## src/hdl/sti_pkg.sv

```systemverilog
`timescale 1ns / 1ps
// Shared types for the sorted table: result status codes, the item kind and the
// per-cell control word. No dependencies.
package sti_pkg;

	typedef enum logic [1:0] {
		ST_INSERTED = 2'd0,
		ST_REMOVED  = 2'd1,
		ST_NO_MATCH = 2'd2,
		ST_FULL     = 2'd3
	} status_t;

	typedef enum logic {
		KIND_INSERT = 1'b0,
		KIND_REMOVE = 1'b1
	} kind_t;

	// Broadcast to every cell in the cycle an item is applied.
	typedef struct packed {
		logic insert;
		logic remove;
	} cell_ctl_t;

endpackage

```

## src/hdl/sorted_table_insert_remove.sv

```systemverilog
`timescale 1ns / 1ps
// Sorted table with insert and remove. Keeps up to DEPTH signed values in
// ascending order in a row of cells; every cell compares its entry with the
// incoming value in parallel and shifts toward or away from its neighbor, so an
// item is applied in the cycle it is accepted and its status and new count
// appear on the registered output the next cycle. One item is taken per cycle
// whenever the output register is empty or being drained; the rate is set by
// the single compare-and-shift pass across the cell row. Inserting into a full
// table reports a drop, removing an absent value reports no match, and the
// count stays between 0 and DEPTH. Depends on sti_pkg and sti_cell.
module sorted_table_insert_remove #(
	parameter int DEPTH       = 16,
	parameter int VALUE_WIDTH = 32
) (
	input  logic                          clk,
	input  logic                          arst_n,
	input  logic                          in_valid,
	output logic                          in_stall,
	input  logic                          kind,
	input  logic signed [VALUE_WIDTH-1:0] value,
	output logic                          out_valid,
	input  logic                          out_stall,
	output logic [1:0]                    status,
	output logic [4:0]                    count
);

	localparam int CW = $clog2(DEPTH + 1);

	logic                          accept;
	logic                          full;
	logic                          found;
	sti_pkg::cell_ctl_t            ctl;
	sti_pkg::status_t              status_d;
	logic [CW-1:0]                 used_d;
	logic [CW-1:0]                 used_q;
	logic                          out_valid_q;
	sti_pkg::status_t              status_q;
	logic [CW-1:0]                 count_q;
	logic [CW+4:0]                 count_wide;

	logic [DEPTH-1:0]                    cell_valid;
	logic [DEPTH-1:0]                    cell_ge;
	logic [DEPTH-1:0]                    cell_eq;
	logic signed [VALUE_WIDTH-1:0]       cell_entry [DEPTH];

	assign in_stall = out_valid_q && out_stall;
	assign accept   = in_valid && !in_stall;
	assign full     = (used_q == CW'(DEPTH));
	assign found    = |cell_eq;

	always_comb begin
		ctl      = '0;
		status_d = sti_pkg::ST_INSERTED;
		used_d   = used_q;
		unique case (sti_pkg::kind_t'(kind))
			sti_pkg::KIND_INSERT: begin
				if (full) begin
					status_d = sti_pkg::ST_FULL;
				end else begin
					ctl.insert = accept;
					status_d   = sti_pkg::ST_INSERTED;
					used_d     = used_q + CW'(1);
				end
			end
			sti_pkg::KIND_REMOVE: begin
				if (found) begin
					ctl.remove = accept;
					status_d   = sti_pkg::ST_REMOVED;
					used_d     = used_q - CW'(1);
				end else begin
					status_d = sti_pkg::ST_NO_MATCH;
				end
			end
			default: begin
				status_d = sti_pkg::ST_NO_MATCH;
			end
		endcase
	end

	genvar gi;
	generate
		for (gi = 0; gi < DEPTH; gi++) begin : g_cell
			logic                          left_valid;
			logic                          left_ge;
			logic signed [VALUE_WIDTH-1:0] left_entry;
			logic signed [VALUE_WIDTH-1:0] right_entry;

			assign cell_valid[gi] = (used_q > CW'(gi));

			if (gi == 0) begin : g_first
				assign left_valid = 1'b1;
				assign left_ge    = 1'b0;
				assign left_entry = value;
			end else begin : g_mid
				assign left_valid = cell_valid[gi-1];
				assign left_ge    = cell_ge[gi-1];
				assign left_entry = cell_entry[gi-1];
			end

			if (gi == DEPTH - 1) begin : g_last
				assign right_entry = cell_entry[gi];
			end else begin : g_inner
				assign right_entry = cell_entry[gi+1];
			end

			sti_cell #(
				.VALUE_WIDTH (VALUE_WIDTH)
			) u_cell (
				.clk         (clk),
				.ctl         (ctl),
				.item        (value),
				.cell_valid  (cell_valid[gi]),
				.left_valid  (left_valid),
				.left_ge     (left_ge),
				.left_entry  (left_entry),
				.right_entry (right_entry),
				.ge          (cell_ge[gi]),
				.eq          (cell_eq[gi]),
				.entry       (cell_entry[gi])
			);
		end
	endgenerate

	always_ff @(posedge clk or negedge arst_n) begin
		if (!arst_n) begin
			used_q      <= '0;
			out_valid_q <= 1'b0;
		end else begin
			if (accept) begin
				used_q      <= used_d;
				out_valid_q <= 1'b1;
			end else if (!out_stall) begin
				out_valid_q <= 1'b0;
			end
		end
	end

	// hold the result beat until taken
	always_ff @(posedge clk) begin
		if (accept) begin
			status_q <= status_d;
			count_q  <= used_d;
		end
	end

	assign count_wide = {5'd0, count_q};
	assign out_valid  = out_valid_q;
	assign status     = status_q;
	assign count      = count_wide[4:0];

endmodule

```

## src/hdl/sti_cell.sv

```systemverilog
`timescale 1ns / 1ps
// One slot of the sorted table: holds one entry, compares it against the
// broadcast item and holds, loads the item, or loads from its left or its right neighbor.
// Depends on sti_pkg.
module sti_cell #(
	parameter int VALUE_WIDTH = 32
) (
	input  logic                          clk,
	input  sti_pkg::cell_ctl_t            ctl,
	input  logic signed [VALUE_WIDTH-1:0] item,
	input  logic                          cell_valid,
	input  logic                          left_valid,
	input  logic                          left_ge,
	input  logic signed [VALUE_WIDTH-1:0] left_entry,
	input  logic signed [VALUE_WIDTH-1:0] right_entry,
	output logic                          ge,
	output logic                          eq,
	output logic signed [VALUE_WIDTH-1:0] entry
);

	logic signed [VALUE_WIDTH-1:0] entry_q;

	assign ge    = cell_valid && (entry_q >= item);
	assign eq    = cell_valid && (entry_q == item);
	assign entry = entry_q;

	always_ff @(posedge clk) begin
		if (ctl.insert) begin
			// shift right behind the insert point, drop the item at the point itself
			if (left_ge) begin
				entry_q <= left_entry;
			end else if (left_valid && (ge || !cell_valid)) begin
				entry_q <= item;
			end
		end else if (ctl.remove) begin
			// close the gap from the first equal entry onward
			if (ge) begin
				entry_q <= right_entry;
			end
		end
	end

endmodule
```

## config.mk

```make
export PLATFORM = sky130hd
export DESIGN_NAME = sorted_table_insert_remove
export DESIGN_NICKNAME = d
export VERILOG_FILES = /design/src/hdl/sti_pkg.sv /design/src/hdl/sorted_table_insert_remove.sv /design/src/hdl/sti_cell.sv
export SDC_FILE = /design/constraint.sdc
export NUM_CORES = 2
export LEC_CHECK = 0
export BUFFER_PORTS_ARGS = -buffer_cell sky130_fd_sc_hd__buf_2
export CAP_MARGIN = 10
export CORE_MARGIN = 2
export CORE_UTILIZATION = 35
export DETAILED_ROUTE_END_ITERATION = 6
export MAX_ROUTING_LAYER = met4
export REMOVE_ABC_BUFFERS = 1
export SYNTH_ARGS = -nofsm -noshare
export SYNTH_HDL_FRONTEND = slang
export SYNTH_SLANG_ARGS = --single-unit
export TNS_END_PERCENT = 50
```

## constraint.sdc

```tcl
create_clock -name clk -period 6.2 [get_ports clk]
set_input_delay 0.62 -clock clk [delete_from_list [all_inputs] [get_ports clk]]
set_output_delay 0.62 -clock clk [all_outputs]
set_load 0.01 [all_outputs]
```

==> results.md <==
- The number of enable-type register cells in the synthesized netlist is 519.
- By startpoint and endpoint, the worst setup path is classified as primary input to register.
- The die area is roughly 110000 sq um.
- The number of port buffers is between 40 and 50.
- The data arrival time of the critical path is 5.01 ns.
- The setup slack at placement is 0.999 ns.
- In the routed design, unresolved DRC markers number 0.
- The detailed-route wire length is between 100000 and 150000 um.
- The number of antenna violations at the first check in global routing is 2.
- Yosys printed 0 warnings.
- Once the clock tree was built, the resizer swapped 0 gates to a different size.
- At the later pin of the worst-skew pair, clock insertion delay measures between 0.6 and 0.7 ns.
- The number of antenna diodes in the final layout is 0.
- Static timing analysis puts the maximum clock frequency at 0.211 GHz.
- The post-route non-filler standard cell count is ~5200.
- The buffer count from post-CTS setup fixing is 0.
- The starting density of the core is between 30% and 40%.
- The count of endpoints failing hold in the final timing report is 0.
- The cell area reported after detailed placement is around 40000 sq um.
- Of the synthesized area, sequential elements account for 41.1%.
- The die is 335 um tall.
- The I/O pin count is between 40 and 50.
- The critical path endpoint category is a register.
- Before antenna repair, the detailed router went through 6 iterations.
- The min-delay analysis places its worst path in the category primary input to register.
- The core region is 109000 sq um.
- The number of inserted filler cells in the final layout is roughly 11000.
- The number of rows created at floorplan is between 100 and 150.
- The first global-routing pass estimated 169000 um of wire.
- After synthesis the cells add up to 38200 sq um.
- The detailed-placement wirelength estimate is 84100 um.
- Compared with the post-synthesis result, the final layout area differs by 10.7%.
- After clock tree synthesis, the clock-pin slew on the worst setup and hold paths is 0.06 ns.
- The clock period minus final worst setup slack is roughly 4.7 ns.
- The total leakage power is about 17 nW.
- The average via count per standard cell is 5.58.
- The worst pin sits at a relative slew slack of 20.8%.
- The maximum root-to-sink buffer count is 3.
- The highest ir drop seen on vdd is 0.209 mV.
- The number of global-route vias before repair is 28600.
- The final setup skew is 0.0253 ns.
- Summing over every cut layer, the via total after detailed routing is 29100.
- The count of unique library cells instantiated by Yosys is roughly 80.
- The largest fanout of any net on the critical path is 32.
- The power density over the cells is 276 nW/um^2.
- For this run, the leading register cell type out of synthesis is sky130_fd_sc_hd__edfxtp_1.
- Once detail routing completed, the nets flagged for antenna violations numbered 0.
- TritonCTS built the clock tree.
- At the end of routability-driven placement, the weighted congestion stood at about 0.95.
- The cell count after placement is about 5000.
- Setup repair after global routing left no endpoint under its margin.
- The number of hold buffers added after CTS was 1.
- The horizontal die dimension is about 330 um.
- The max-slew violation total from the final report is 0.
- Counting flops with an async set or reset pin after synthesis yields a share of 1.14%.
- The final layout net count is 4313.
- At the end of the flow the core is filled with cells to 39.0%.
- At the pin with the least slew margin, the transition time is 1.19 ns.
- Summed over all layers, the global routing overflow is 0.
- The total routing usage reported by global routing is 19.7%.
- The flow ran to the end, and the final reports show no timing, DRC or antenna violations.
- The flip-flop and latch count after synthesis is 525.
- The average size of a mapped cell is just over 10 sq um.
- The share of layout cells above drive strength 1 is 7.84%.
- The DRC marker count from the first detailed-route iteration is 2493.
- The critical path startpoint category is a primary input.
- Clock tree synthesis selected as its root buffer the cell sky130_fd_sc_hd__clkbuf_16.
- The pin count of the biggest net entering global routing is about 240.
- In the final routed layout, each cell accounts on average for 21.0 um.
- Across all setup checks in the final design, the least slack found is between 1 and 1.5 ns.
- Setup violations remaining at the end of the flow were counted as 0.
- The clock net in this run drives a total of 525 sinks.
- The number of clock buffers inserted by TritonCTS is 66.
- The number of H-tree levels is 3.
- In the finished design, the share of the clock period the worst path needs comes to 76.6%.
- The area of all placed cells without fillers is around 42000 sq um.
- The reported max-cap violation count is 0.
- The required time reported for the critical path endpoint is 6.46 ns.
- Counting every instance in the synthesized netlist gives roughly 3800.
==> state kept, by name, summed over array words and instances (netlist names) <==
| signal | cells |
|---|---|
| out_valid | 1 |
| g_cell.u_cell.entry | 512 |
| used_q | 5 |
| count | 5 |
| status | 2 |
==> critical path, cell delays in order <==
cell	delay [ns]
sky130_fd_sc_hd__buf_2	0.32
sky130_fd_sc_hd__inv_1	0.46
sky130_fd_sc_hd__ha_1	0.45
sky130_fd_sc_hd__nand4_1	0.11
sky130_fd_sc_hd__nor4_1	0.83
sky130_fd_sc_hd__nand3_1	0.23
sky130_fd_sc_hd__a21oi_1	0.52
sky130_fd_sc_hd__nor3_1	0.20
sky130_fd_sc_hd__a21oi_1	0.17
sky130_fd_sc_hd__buf_4	0.29
sky130_fd_sc_hd__a21oi_1	0.15
sky130_fd_sc_hd__a211oi_4	0.22
sky130_fd_sc_hd__buf_4	0.41
==> layout make-up <==
type	count	area [sq um]	share of cell area [%]
Timing Repair Buffer	144	996	2.35
Sequential cell	525	15700	37.2
Clock inverter	21	175	0.414
Inverter	74	278	0.656
Clock buffer	91	1850	4.37
Multi-Input combinational cell	2948	21500	50.9
Tap cell	1414	1770	4.18
==> layer usage <==
metal,global-route usage (%),routed length [um],vias to the layer above
met5,-,0,-
met4,6.83,3490,0
met3,1.97,5440,161
met2,31.5,50200,784
met1,26.1,50200,13900
li1,-,-,14300
==> where the power goes <==
part	leakage (nW)	internal [mW]	switching, mW
registers	4.83	4.34	0.271
clock network	0.987	2.20	1.54
logic	11.7	1.33	2.01
total	17.5	7.87	3.83
==> cell usage in the layout (no fill, tap or decap), types with 22 or more instances in the layout <==
| master | count |
|---|---|
| sky130_fd_sc_hd__edfxtp_1 | 519 |
| sky130_fd_sc_hd__mux2i_1 | 413 |
| sky130_fd_sc_hd__o21ai_1 | 132 |
| sky130_fd_sc_hd__nand3_1 | 46 |
| sky130_fd_sc_hd__a21oi_1 | 465 |
| sky130_fd_sc_hd__clkbuf_16 | 71 |
| sky130_fd_sc_hd__ha_1 | 517 |
| sky130_fd_sc_hd__o21ai_0 | 196 |
| sky130_fd_sc_hd__buf_2 | 45 |
| sky130_fd_sc_hd__inv_1 | 74 |
| sky130_fd_sc_hd__mux2_2 | 31 |
| sky130_fd_sc_hd__nand2_1 | 319 |
| sky130_fd_sc_hd__nor2b_1 | 27 |
| sky130_fd_sc_hd__o21a_1 | 22 |
| sky130_fd_sc_hd__a21o_1 | 79 |
| sky130_fd_sc_hd__nor3_1 | 22 |
| sky130_fd_sc_hd__buf_4 | 96 |
| sky130_fd_sc_hd__nand4_1 | 114 |
| sky130_fd_sc_hd__nor2_1 | 298 |
| sky130_fd_sc_hd__nor4_1 | 24 |
| sky130_fd_sc_hd__a31oi_1 | 38 |
==> final timing paths <==
path / to / from / cells past startpoint / slack [ns]
max: g_cell[9].u_cell.entry[7] / value[20] / 13 / 1.45
min: out_valid / in_valid / 2 / 0.20
max reg2reg: g_cell[9].u_cell.entry[7] / g_cell[14].u_cell.entry[31] / 11 / 1.80
min reg2reg: out_valid / out_valid / 2 / 0.51
max in group asynchronous: out_valid / arst_n / 2 / 5.64
min in group asynchronous: used_q[3] / arst_n / 2 / 0.38
==> stage by stage <==
step                      power (mW)  hold WS, ns   TNS, ns
final                           11.7        0.204         0
after global routing            12.3        0.233         0
after CTS                       11.8        0.178         0
after detailed placement        7.99        0.478         0
after global placement          7.94        0.476         0
after floorplan                 7.16        0.324  -5684.57
==> cells by family after synthesis <==
logic type      count (synthesis)  share of synthesized area, %
compound gates               1061                          15.8
simple gates                  920                          11.1
flops                         525                          41.1
fa+ha+maj                     517                          16.9
mux                           444                          11.7
buf+inv                       281                          3.12
xor+xnor                        6                         0.137
==> cells in the mapped netlist, types with 4 or more instances <==
cell type / instances / area share (%)
sky130_fd_sc_hd__o41ai_1: 8 / 0.18
sky130_fd_sc_hd__nand3_1: 46 / 0.60
sky130_fd_sc_hd__a21o_1: 79 / 1.6
sky130_fd_sc_hd__nor3_2: 5 / 0.13
sky130_fd_sc_hd__dfrtp_1: 6 / 0.39
sky130_fd_sc_hd__clkbuf_1: 152 / 1.5
sky130_fd_sc_hd__o31ai_1: 12 / 0.24
sky130_fd_sc_hd__nor4_1: 24 / 0.39
sky130_fd_sc_hd__nor3_1: 24 / 0.31
sky130_fd_sc_hd__xnor2_1: 5 / 0.11
sky130_fd_sc_hd__nand4_1: 114 / 1.9
sky130_fd_sc_hd__buf_1: 4 / 0.039
sky130_fd_sc_hd__mux2_2: 31 / 0.91
sky130_fd_sc_hd__inv_1: 74 / 0.73
sky130_fd_sc_hd__o21a_1: 22 / 0.43
sky130_fd_sc_hd__o221ai_1: 6 / 0.14
sky130_fd_sc_hd__o21bai_1: 5 / 0.098
sky130_fd_sc_hd__ha_1: 517 / 17
sky130_fd_sc_hd__o2111ai_1: 4 / 0.092
sky130_fd_sc_hd__nand2_1: 320 / 3.1
sky130_fd_sc_hd__nor2_1: 299 / 2.9
sky130_fd_sc_hd__o21ai_1: 133 / 1.7
sky130_fd_sc_hd__edfxtp_1: 519 / 41
sky130_fd_sc_hd__or3_1: 5 / 0.082
sky130_fd_sc_hd__buf_4: 8 / 0.16
sky130_fd_sc_hd__nor2b_1: 27 / 0.44
sky130_fd_sc_hd__a221oi_1: 4 / 0.092
sky130_fd_sc_hd__a211oi_1: 16 / 0.31
sky130_fd_sc_hd__buf_6: 9 / 0.26
sky130_fd_sc_hd__mux2i_1: 413 / 11
sky130_fd_sc_hd__a21boi_0: 6 / 0.12
sky130_fd_sc_hd__o211ai_1: 17 / 0.33
sky130_fd_sc_hd__o21ai_0: 196 / 2.6
sky130_fd_sc_hd__a21oi_1: 467 / 6.1
sky130_fd_sc_hd__or2_2: 4 / 0.065
sky130_fd_sc_hd__a31oi_1: 39 / 0.64
sky130_fd_sc_hd__buf_2: 34 / 0.44
sky130_fd_sc_hd__and3_1: 6 / 0.098
sky130_fd_sc_hd__a21oi_2: 4 / 0.092
sky130_fd_sc_hd__o22ai_1: 6 / 0.098
sky130_fd_sc_hd__nand2b_1: 5 / 0.082
sky130_fd_sc_hd__and4_1: 16 / 0.37
sky130_fd_sc_hd__a2111oi_0: 5 / 0.11
(Power assumes the default switching activity.)
